### src/rtl/mbss_pkg.sv
// Shared types and constants for the masked byte signature scan.
`default_nettype none

package mbss_pkg;

    localparam int MAX_PATTERN_BYTES = 24;
    localparam int OFFSET_BITS       = 32;
    localparam int SIG_REG_BYTES     = 24;
    localparam int CFG_DATA_BITS     = 64;
    localparam int CFG_INDEX_BITS    = 3;
    localparam int LEN_BITS          = 5;
    localparam int MASK_BITS         = 24;
    localparam int RESULT_OFFSET_BITS  = 32;
    localparam int RESULT_ADDRESS_BITS = 64;

    typedef enum logic [CFG_INDEX_BITS-1:0] {
        REG_PATTERN_LOW    = 3'd0,
        REG_PATTERN_MIDDLE = 3'd1,
        REG_PATTERN_HIGH   = 3'd2,
        REG_CARE_MASK      = 3'd3,
        REG_PATTERN_LENGTH = 3'd4,
        REG_BASE_ADDRESS   = 3'd5
    } cfg_index_t;

    typedef struct packed {
        logic shift;
        logic clear;
    } cell_ctrl_t;

    typedef struct packed {
        logic                           found;
        logic [RESULT_OFFSET_BITS-1:0]  match_offset;
        logic [RESULT_ADDRESS_BITS-1:0] match_address;
    } result_t;

endpackage

`default_nettype wire

### src/rtl/mbss_cell.sv
// One window cell: holds one byte, passes it on, and checks its incoming byte.
`default_nettype none

module mbss_cell (
    input  wire logic               clk,
    input  wire logic               rst_n,
    input  wire mbss_pkg::cell_ctrl_t ctrl,
    input  wire logic [7:0]         din,
    input  wire logic [7:0]         expected,
    input  wire logic               care,
    output logic [7:0]              dout,
    output logic                    hit
);

    logic [7:0] byte_reg;
    logic [7:0] byte_next;

    always_comb
    begin
        byte_next = byte_reg;
        if (ctrl.clear)
        begin
            byte_next = 8'd0;
        end
        else if (ctrl.shift)
        begin
            byte_next = din;
        end
    end

    always_ff @(posedge clk or negedge rst_n)
    begin
        if (!rst_n)
        begin
            byte_reg <= 8'd0;
        end
        else
        begin
            byte_reg <= byte_next;
        end
    end

    // compare the byte that enters this cell on the current shift
    assign hit  = !care || (din == expected);
    assign dout = byte_reg;

endmodule

`default_nettype wire

### src/rtl/mbss_result_fifo.sv
// Two-word result queue between the scan logic and the output channel.
`default_nettype none

module mbss_result_fifo (
    input  wire logic              clk,
    input  wire logic              rst_n,
    input  wire logic              push,
    input  wire mbss_pkg::result_t push_word,
    output logic                   full,
    output logic                   out_valid,
    input  wire logic              out_ready,
    output mbss_pkg::result_t      head_word
);

    mbss_pkg::result_t entries_reg [2];
    logic       wr_ptr_reg, wr_ptr_next;
    logic       rd_ptr_reg, rd_ptr_next;
    logic [1:0] count_reg, count_next;
    logic       pop;

    assign full      = (count_reg == 2'd2);
    assign out_valid = (count_reg != 2'd0);
    assign pop       = out_valid && out_ready;
    assign head_word = entries_reg[rd_ptr_reg];

    always_comb
    begin
        wr_ptr_next = wr_ptr_reg;
        rd_ptr_next = rd_ptr_reg;
        count_next  = count_reg;
        if (push)
        begin
            wr_ptr_next = !wr_ptr_reg;
        end
        if (pop)
        begin
            rd_ptr_next = !rd_ptr_reg;
        end
        if (push && !pop)
        begin
            count_next = count_reg + 2'd1;
        end
        else if (pop && !push)
        begin
            count_next = count_reg - 2'd1;
        end
    end

    always_ff @(posedge clk or negedge rst_n)
    begin
        if (!rst_n)
        begin
            wr_ptr_reg <= 1'b0;
            rd_ptr_reg <= 1'b0;
            count_reg  <= 2'd0;
        end
        else
        begin
            wr_ptr_reg <= wr_ptr_next;
            rd_ptr_reg <= rd_ptr_next;
            count_reg  <= count_next;
        end
    end

    always_ff @(posedge clk)
    begin
        if (push)
        begin
            entries_reg[wr_ptr_reg] <= push_word;
        end
    end

endmodule

`default_nettype wire

### src/rtl/masked_byte_signature_scan_core.sv
// Top level of the masked byte signature scan.
// Takes one region byte per clock while in_ready is high: each accepted byte
// up to the region's match shifts into a row of MAX_PATTERN_BYTES cells, every
// cell checks its byte against the signature byte aligned to it, and the cell
// hits are ANDed with the byte count check in the same cycle. A result word (a
// match, or found clear at the region end) is written into a two-word output
// queue at the edge that accepts the byte and is offered on the output once it
// heads the queue; the offset subtract and the 64-bit base add sit in the
// accepting cycle, ahead of the queue. in_ready drops only while both queue
// words are waiting. No clearing pass after reset.
`default_nettype none

module masked_byte_signature_scan_core #(
    parameter int MAX_PATTERN_BYTES = mbss_pkg::MAX_PATTERN_BYTES,
    parameter int OFFSET_BITS       = mbss_pkg::OFFSET_BITS
) (
    input  wire logic                                clk,
    input  wire logic                                rst_n,
    input  wire logic                                cfg_write,
    input  wire logic [mbss_pkg::CFG_INDEX_BITS-1:0] cfg_index,
    input  wire logic [mbss_pkg::CFG_DATA_BITS-1:0]  cfg_data,
    input  wire logic                                in_valid,
    output logic                                     in_ready,
    input  wire logic [7:0]                          data_byte,
    input  wire logic                                end_of_region,
    output logic                                     out_valid,
    input  wire logic                                out_ready,
    output logic                                     found,
    output logic [mbss_pkg::RESULT_OFFSET_BITS-1:0]  match_offset,
    output logic [mbss_pkg::RESULT_ADDRESS_BITS-1:0] match_address
);

    localparam int LenCap = (MAX_PATTERN_BYTES < mbss_pkg::SIG_REG_BYTES) ?
                            MAX_PATTERN_BYTES : mbss_pkg::SIG_REG_BYTES;
    localparam int LenW   = mbss_pkg::LEN_BITS;
    localparam int AddrW  = mbss_pkg::RESULT_ADDRESS_BITS;

    // configuration registers
    logic [63:0]                    pattern_low_reg;
    logic [63:0]                    pattern_middle_reg;
    logic [63:0]                    pattern_high_reg;
    logic [mbss_pkg::MASK_BITS-1:0] care_mask_reg;
    logic [LenW-1:0]                pattern_length_reg;
    logic [63:0]                    base_address_reg;

    always_ff @(posedge clk or negedge rst_n)
    begin
        if (!rst_n)
        begin
            pattern_low_reg    <= '0;
            pattern_middle_reg <= '0;
            pattern_high_reg   <= '0;
            care_mask_reg      <= '1;
            pattern_length_reg <= LenW'(mbss_pkg::SIG_REG_BYTES);
            base_address_reg   <= '0;
        end
        else if (cfg_write)
        begin
            case (cfg_index)
                mbss_pkg::REG_PATTERN_LOW:    pattern_low_reg    <= cfg_data;
                mbss_pkg::REG_PATTERN_MIDDLE: pattern_middle_reg <= cfg_data;
                mbss_pkg::REG_PATTERN_HIGH:   pattern_high_reg   <= cfg_data;
                mbss_pkg::REG_CARE_MASK:
                    care_mask_reg <= cfg_data[mbss_pkg::MASK_BITS-1:0];
                mbss_pkg::REG_PATTERN_LENGTH:
                    pattern_length_reg <= cfg_data[LenW-1:0];
                mbss_pkg::REG_BASE_ADDRESS:   base_address_reg   <= cfg_data;
                default: ;
            endcase
        end
    end

    // clamped pattern length
    logic [LenW-1:0] len_eff;

    always_comb
    begin
        len_eff = pattern_length_reg;
        if (pattern_length_reg == '0)
        begin
            len_eff = LenW'(1);
        end
        else if (pattern_length_reg > LenW'(LenCap))
        begin
            len_eff = LenW'(LenCap);
        end
    end

    logic [7:0] sig_bytes [mbss_pkg::SIG_REG_BYTES];

    always_comb
    begin
        for (int k = 0; k < 8; k++)
        begin
            sig_bytes[k]      = pattern_low_reg[k*8 +: 8];
            sig_bytes[k + 8]  = pattern_middle_reg[k*8 +: 8];
            sig_bytes[k + 16] = pattern_high_reg[k*8 +: 8];
        end
    end

    // scan state
    logic [OFFSET_BITS-1:0] bytes_seen_reg, bytes_seen_next;
    logic                   reported_reg, reported_next;

    logic                 accept;
    logic                 fifo_full;
    mbss_pkg::cell_ctrl_t cell_ctrl;
    logic [7:0]           cell_out [MAX_PATTERN_BYTES];
    logic [MAX_PATTERN_BYTES-1:0] cell_hit;

    assign in_ready = !fifo_full;
    assign accept   = in_valid && in_ready;

    // signature position k sits len-1-k cells back in the row
    for (genvar i = 0; i < MAX_PATTERN_BYTES; i++)
    begin : g_cell
        logic            active;
        logic [LenW-1:0] pos;
        logic [7:0]      expected;
        logic            care;
        logic [7:0]      din;

        assign active   = (32'(len_eff) > 32'(i));
        assign pos      = len_eff - LenW'(1) - LenW'(i);
        assign expected = active ? sig_bytes[pos] : 8'd0;
        assign care     = active && care_mask_reg[pos];

        if (i == 0)
        begin : g_head
            assign din = data_byte;
        end
        else
        begin : g_link
            assign din = cell_out[i-1];
        end

        mbss_cell u_cell (
            .clk      (clk),
            .rst_n    (rst_n),
            .ctrl     (cell_ctrl),
            .din      (din),
            .expected (expected),
            .care     (care),
            .dout     (cell_out[i]),
            .hit      (cell_hit[i])
        );
    end

    logic                   counted;
    logic [OFFSET_BITS-1:0] count_inc;
    logic [OFFSET_BITS-1:0] offset;
    logic [AddrW-1:0]       offset_wide;
    logic                   is_match;
    logic                   push;
    mbss_pkg::result_t      push_word;
    mbss_pkg::result_t      head_word;

    assign counted     = (bytes_seen_reg != '1);
    assign count_inc   = bytes_seen_reg + OFFSET_BITS'(1);
    // seen + 1 - len, taken from the registered count to keep the adder chain short
    assign offset      = bytes_seen_reg - OFFSET_BITS'(len_eff - LenW'(1));
    assign offset_wide = AddrW'(offset);
    assign is_match    = counted && (count_inc >= OFFSET_BITS'(len_eff)) && (&cell_hit);

    always_comb
    begin
        bytes_seen_next = bytes_seen_reg;
        reported_next   = reported_reg;
        cell_ctrl       = '0;
        push            = 1'b0;
        push_word       = '0;
        if (accept)
        begin
            if (!reported_reg)
            begin
                cell_ctrl.shift = 1'b1;
                if (counted)
                begin
                    bytes_seen_next = count_inc;
                end
                if (is_match)
                begin
                    push                    = 1'b1;
                    push_word.found         = 1'b1;
                    push_word.match_offset  = offset_wide[mbss_pkg::RESULT_OFFSET_BITS-1:0];
                    push_word.match_address = base_address_reg + offset_wide;
                    reported_next           = 1'b1;
                end
                else if (end_of_region)
                begin
                    // region ended with no match: found clear, zero fields
                    push = 1'b1;
                end
            end
            if (end_of_region)
            begin
                cell_ctrl.clear = 1'b1;
                bytes_seen_next = '0;
                reported_next   = 1'b0;
            end
        end
    end

    always_ff @(posedge clk or negedge rst_n)
    begin
        if (!rst_n)
        begin
            bytes_seen_reg <= '0;
            reported_reg   <= 1'b0;
        end
        else
        begin
            bytes_seen_reg <= bytes_seen_next;
            reported_reg   <= reported_next;
        end
    end

    mbss_result_fifo u_result_fifo (
        .clk       (clk),
        .rst_n     (rst_n),
        .push      (push),
        .push_word (push_word),
        .full      (fifo_full),
        .out_valid (out_valid),
        .out_ready (out_ready),
        .head_word (head_word)
    );

    assign found         = head_word.found;
    assign match_offset  = head_word.match_offset;
    assign match_address = head_word.match_address;

endmodule

`default_nettype wire

### config.mk
export PLATFORM = sky130hd
export DESIGN_NAME = masked_byte_signature_scan_core
export DESIGN_NICKNAME = d
export VERILOG_FILES = /design/src/rtl/mbss_pkg.sv /design/src/rtl/mbss_cell.sv /design/src/rtl/mbss_result_fifo.sv /design/src/rtl/masked_byte_signature_scan_core.sv
export SDC_FILE = /design/constraint.sdc
export NUM_CORES = 2
export LEC_CHECK = 0
export ABC_AREA = 0
export BUFFER_PORTS_ARGS = -buffer_cell sky130_fd_sc_hd__buf_4
export CAP_MARGIN = 20
export CORE_ASPECT_RATIO = 1.4
export CORE_UTILIZATION = 40
export CTS_CLUSTER_DIAMETER = 60
export DETAILED_ROUTE_END_ITERATION = 6
export GPL_TIMING_DRIVEN = 0
export PLACE_DENSITY = 0.63
export SLEW_MARGIN = 40
export SYNTH_ARGS = -nofsm -noshare
export SYNTH_HDL_FRONTEND = slang
export SYNTH_HIERARCHICAL = 1
export SYNTH_SLANG_ARGS = --single-unit
### constraint.sdc
create_clock -name clk -period 12.1 [get_ports clk]
set_input_delay 2.42 -clock clk [delete_from_list [all_inputs] [get_ports clk]]
set_output_delay 2.42 -clock clk [all_outputs]
set_load 0.01 [all_outputs]
After elaboration in Yosys (flattened, before gate mapping)
Memories as Yosys holds them, arrays and structs flattened. Cells that the tools add are included.

Flip-flop bits (word level): 506. Logic and storage cells: 503. Input port bits: 81. Memory bits (writable): 194. Memories kept: 1.

Memory list: u_result_fifo.entries_reg (words 2, width 97, read ports 1, clocked after Yosys merged registers in 0, write ports 1, line mbss_result_fifo.sv:15) `mbss_pkg::result_t entries_reg [2];`.

Eq/ne operators: 32. Add/subtract/negate cells: 30. Mux-type cells: 211. $lt $le $gt $ge: 74. Bitwise operators: 24. Reduce and logical (&&, ||, !) cells: 97.

Operator list (count): binary-select mux 8 bit (select 5 bit) (24); 2-to-1 mux 8 bit (118); 2-to-1 mux 97 bit (3); == test 8 bit (24); >= comparator 6 bit (second input constant) (24); less-than comparator 5 x 6 -> 1 bit (second input constant) (24); inverter 5 -> 6 bit (24); binary-select mux 1 bit (select 5 bit) (24); 2-to-1 mux 32 bit (3); adder 64 x 32 -> 64 bit (1); greater-than comparator 5 bit (second input constant) (9); greater-than comparator 5 x 4 -> 1 bit (second input constant) (8); subtractor 5 x 4 -> 5 bit (second input constant) (8); subtractor 5 bit (second input constant) (8); 2-to-1 mux 1 bit (34); adder 32 x 1 -> 32 bit (second input constant) (1); >= comparator 32 x 5 -> 1 bit (1); != test 32 bit (second input constant) (1); subtractor 32 bit (1); logical AND 1 bit (30); zero test 1 bit (29); logical OR 1 bit (24); AND reduction 24 bit (1); greater-than comparator 5 x 3 -> 1 bit (second input constant) (4); other kinds (20) (40).

Depth between registers and ports, before layout
Depth after elaboration: 21. Depth in mapped cells: 37.

Hierarchy
The synthesis kept the hierarchy.

By module, submodules not included: masked_byte_signature_scan_core (area an instance 30081.4 µm², times used 1, cells an instance 3419, seq. area each 7990.2 µm²); mbss_cell (area an instance 412.9 µm², times used 24, cells an instance 37, seq. area each 200.2 µm²); mbss_result_fifo (area an instance 7262.0 µm², times used 1, cells an instance 318, seq. area each 5925.7 µm²).

Worst setup path before layout
OpenSTA, ideal clock, no wires.

Path type: reg2reg. From: reg pattern_length_reg[3]. To: mem u_result_fifo/entries_reg[0][0] in the netlist's numbering, enable pin. Path slack: 0.299 ns. Stages on the path, launching flop included: 33. Data arrival time: 11.236 ns. Path buffers: 11. Required time: 11.535 ns. Cell sequence: dfstp_2 -> buf_2 -> nand2_1 -> a21oi_1 -> clkbuf_1 -> buf_2 -> buf_2 -> ha_1 -> xnor2_2 -> inv_2 -> buf_2 -> buf_2 -> clkbuf_1 -> buf_1 -> ha_1 -> nand2_1 -> xnor2_1 -> buf_2 -> mux2i_1 -> nand2_1 -> a21oi_1 -> xnor2_1 -> nand4_1 -> o21ai_1 -> nand4_1 -> nor4_1 -> nand2_1 -> a21oi_2 -> nand3_2 -> buf_4 -> buf_4 -> nand2_1 -> nor2b_1.

Longest elaborated chain between the ends: 19. Elaborated cells between the ends (all ways): 325. Classes of those cells: 24 x add/sub; 26 x order compare; 24 x eq/ne; 151 x mux; 24 x bitwise; 76 x reduce/logical.

RTL lines: from (decl) (line masked_byte_signature_scan_core.sv:43) `logic [LenW-1:0] pattern_length_reg;`; from (signal assigned) (line masked_byte_signature_scan_core.sv:54) `pattern_length_reg <= LenW'(mbss_pkg::SIG_REG_BYTES);`; from (signal assigned) (line masked_byte_signature_scan_core.sv:66) `pattern_length_reg <= cfg_data[LenW-1:0];`; greater-than comparator 5 bit (line masked_byte_signature_scan_core.sv:83) `else if (pattern_length_reg > LenW'(LenCap))`; 2-to-1 mux 5 bit (line masked_byte_signature_scan_core.sv:83); 2-to-1 mux 5 bit * (line masked_byte_signature_scan_core.sv:79) `if (pattern_length_reg == '0)`; subtractor 5 x 1 -> 5 bit (line masked_byte_signature_scan_core.sv:124) `assign pos = len_eff - LenW'(1) - LenW'(i);`; subtractor 5 bit (line masked_byte_signature_scan_core.sv:124); inverter 5 -> 6 bit (implied by the code) (line masked_byte_signature_scan_core.sv:125) `assign expected = active ? sig_bytes[pos] : 8'd0;`; binary-select mux 8 bit (select 5 bit) (line masked_byte_signature_scan_core.sv:125); 2-to-1 mux 8 bit (implied by the code) (2 in a row) (line masked_byte_signature_scan_core.sv:125); [... 1 more ...]; via g_cell[17].expected[0] (line masked_byte_signature_scan_core.sv:119) `logic [7:0] expected;`; [... 2 more ...]; via cell_hit[17] (line masked_byte_signature_scan_core.sv:109) `logic [MAX_PATTERN_BYTES-1:0] cell_hit;`; AND reduction 24 bit * (line masked_byte_signature_scan_core.sv:163) `assign is_match = counted && (count_inc >= OFFSET_BITS'(len_eff)) && (&cell_hit);`; logical AND 1 bit * (line masked_byte_signature_scan_core.sv:163); 2-to-1 mux 1 bit * (line masked_byte_signature_scan_core.sv:181) `if (is_match)`; 2-to-1 mux 1 bit * (line masked_byte_signature_scan_core.sv:174) `if (!reported_reg)`; 2-to-1 mux 1 bit * (line masked_byte_signature_scan_core.sv:172) `if (accept)`; via push (line masked_byte_signature_scan_core.sv:154) `logic push;`; 2-to-1 mux 1 bit * (line mbss_result_fifo.sv:67) `if (push)`; 2-to-1 mux 1 bit (implied by the code) * (line mbss_result_fifo.sv:69) `entries_reg[wr_ptr_reg] <= push_word;`; to (decl) (line mbss_result_fifo.sv:15).

Mark *: on every way through the listed nets, which the timed path passes. The rest lies on a longest branch. The select of a mux whose other input is x is not followed.

Worst setup path in the final report
From: reg pattern_length_reg[4]. To: mem u_result_fifo/entries_reg[0][45] in the netlist's numbering, enable pin.

Longest elaborated chain between the ends: 19. Elaborated cells between the ends (all ways): 325. Classes of those cells: 24 x add/sub; 26 x order compare; 24 x eq/ne; 151 x mux; 24 x bitwise; 76 x reduce/logical.

RTL lines (line): greater-than comparator 5 bit (masked_byte_signature_scan_core.sv:83); 2-to-1 mux 5 bit (masked_byte_signature_scan_core.sv:83); 2-to-1 mux 5 bit * (masked_byte_signature_scan_core.sv:79); subtractor 5 x 1 -> 5 bit (masked_byte_signature_scan_core.sv:124); subtractor 5 bit (masked_byte_signature_scan_core.sv:124); inverter 5 -> 6 bit (implied by the code) (masked_byte_signature_scan_core.sv:125); binary-select mux 8 bit (select 5 bit) (masked_byte_signature_scan_core.sv:125); 2-to-1 mux 8 bit (implied by the code) (2 in a row) (masked_byte_signature_scan_core.sv:125); [... 1 more ...]; via g_cell[21].expected[6] (masked_byte_signature_scan_core.sv:119); [... 2 more ...]; via cell_hit[21] (masked_byte_signature_scan_core.sv:109); AND reduction 24 bit * (masked_byte_signature_scan_core.sv:163); logical AND 1 bit * (masked_byte_signature_scan_core.sv:163); 2-to-1 mux 1 bit * (masked_byte_signature_scan_core.sv:181); 2-to-1 mux 1 bit * (masked_byte_signature_scan_core.sv:174); 2-to-1 mux 1 bit * (masked_byte_signature_scan_core.sv:172); via push (masked_byte_signature_scan_core.sv:154); 2-to-1 mux 1 bit * (mbss_result_fifo.sv:67); 2-to-1 mux 1 bit (implied by the code) * (mbss_result_fifo.sv:69).

Marked as above.

==> qor.yml <==
run_status:
  status: "complete, no violations"
grt:
  overflow: 0
  track_usage_pct: 35.2
  grt_pass1_wl_mm: 293
  grt_antenna_before_repair: 2
  first_global_vias: 37511
  grt_max_degree: 75
critical_path:
  worst_setup_path_start_kind: "flop"
  r2r-start: "pattern_length_reg[4]"
  crit_path_end_kind: "flop"
  cp.arrival_ps: 12190
  critPathRequiredTime_ps: 12500
  critical_path_class: "reg2reg"
  worstSetupStartpoint: "pattern_length_reg[4]"
  cpMaxStageDelayCell: "buf_2"
  cp_max_fo: 19
  critical-path-max-stage-delay_ps: 600
timing:
  slew_viol_final: 0
  worst_hold_slack_ps: 479
  fmaxAchievable_ghz: 0.0848
  finalCritPeriodShare_pct: 97.4
  finalCriticalPeriod_ps: 11790
  finalHoldViolCount: 0
  tns_ps: 0
  setup_viol: 0
  relSlewSlack_pct: 35.6
  skew_ps: 71.2
  rsz0062_at_grt: "false"
  worst_pin_slew_ps: 939
synth:
  synthesis.area_mm2: 0.0469
  syn_inst: 4599
  yosys_warnings: 6
  syn_area_per_cell_um2: 10.2
clocking:
  clk-insertion-delay-late_ps: 720
  htree_levels: 3
  cts_tree: "yes"
  postCtsHoldBufs: 0
  cts_made_buffers: 76
  clkTransAtPathRegs_ps: 60
  cts.sink_count: 700
  root_buffer: "clkbuf_16"
  clock_path_buffers: 3
power_and_ir_drop:
  powerDensity_mw_per_mm2: 318
  vdd_drop_max_mv: 0.130
  p_leak_nw: 23.7
detailed_routing:
  avgRoutedWirePerCell_um: 32.7
  drt_first_iter_violations: 3014
  firstDrtPassIters: 5
  drc: 0
  ant_nets: 0
  via_count: 37803
  drt-total-wl_mm: 212
  via_per_inst: 5.84
finish:
  syn_to_final_growth_pct: 14.6
  fin_area_mm2: 0.0538
  final_common_cell: "mux2i_1"
  layout_common_cells: "935 x mux2i_1, 555 x nor2_1, 480 x dfrtp_1"
  fin_nets: 5080
  largest_reg_flops: 194
  layout-drive-gt1-share_pct: 19.4
  fin_util_pct: 46.3
floorplan:
  initial_utilization_pct: 40.4
  fp.coreArea_mm2: 0.116
  rows: 148
  die-area_mm2: 0.119
  fp.dieH_um: 407
  ios: 180
  fp.dieW_um: 291
placed_design:
  dpl_cell_area_mm2: 0.0510
  hpwl_mm: 175
  numPortBuffers: 179
  gp_congestion: 1.09
worst_hold_path:
  holdCritStartpoint: "u_result_fifo/count_reg[1]"
  hp-class: "reg2reg"
job:
  drv_cap: 0
==> report_power, final <==
part	total [mW]	switching (mW)	internal (mW)
clock network	2.45	1.08	1.37
logic	11.4	7.61	3.80
registers	3.25	0.390	2.86
total	17.1	9.08	8.03
==> layer usage <==
metal	track usage (%)	wire, um	vias to the layer above
met1	39.0	77700	18881
met2	59.0	101000	1348
li1	-	-	17112
met3	5.01	10900	462
met4	30.6	21900	0
met5	0	0	-
==> critical path: cells and delay by family, from the launching register on <==
family,cells,cell delay [ps]
compound gates,5,1570
mux,1,580
flops,1,530
xor+xnor,2,720
simple gates,9,2070
buf+inv,16,5010
fa+ha+maj,2,820
==> area by class of cell <==
type                       count  area (um2)
sequential                   700       18500
fill                       11105       62500
multi-input combinational   3616       27400
antenna                        4        10.0
buffer                       266        1330
timing repair buffer         208        1870
clock buffer                  94        2080
clock inverter                46         519
inverter                      43         164
tap                         1500        1880
==> stage by stage <==
step / setup WS, ps / power, mW / std cells
2_1_floorplan: 299 / 9.76 / 4627
3_5_place_dp: -830 / 14.3 / 6331
4_1_cts: 47.5 / 16.8 / 6471
5_1_grt: 55.7 / 17.6 / 6473
3_3_place_gp: -7700 / 14.2 / 6306
6_report: 311 / 17.1 / 6477
==> timing repair <==
action                                  CTS  global route
gates cloned                              0             0
endpoints found under the setup margin  153            76
resized for setup                         6             9
pin swaps                                 0             1
buffers inserted                          0             4
==> final timing paths <==
check                                                   end  slack (ps)  depth (start not counted)
max                        u_result_fifo/entries_reg[0][45]         310                         35
min                              u_result_fifo/count_reg[1]         480                          1
max reg2reg                u_result_fifo/entries_reg[0][45]         310                         35
min reg2reg                      u_result_fifo/count_reg[1]         480                          1
max in group asynchronous            pattern_middle_reg[58]        8710                          5
min in group asynchronous         g_cell[19].u_cell/dout[4]        1600                          1
(Power assumes the default switching activity.)
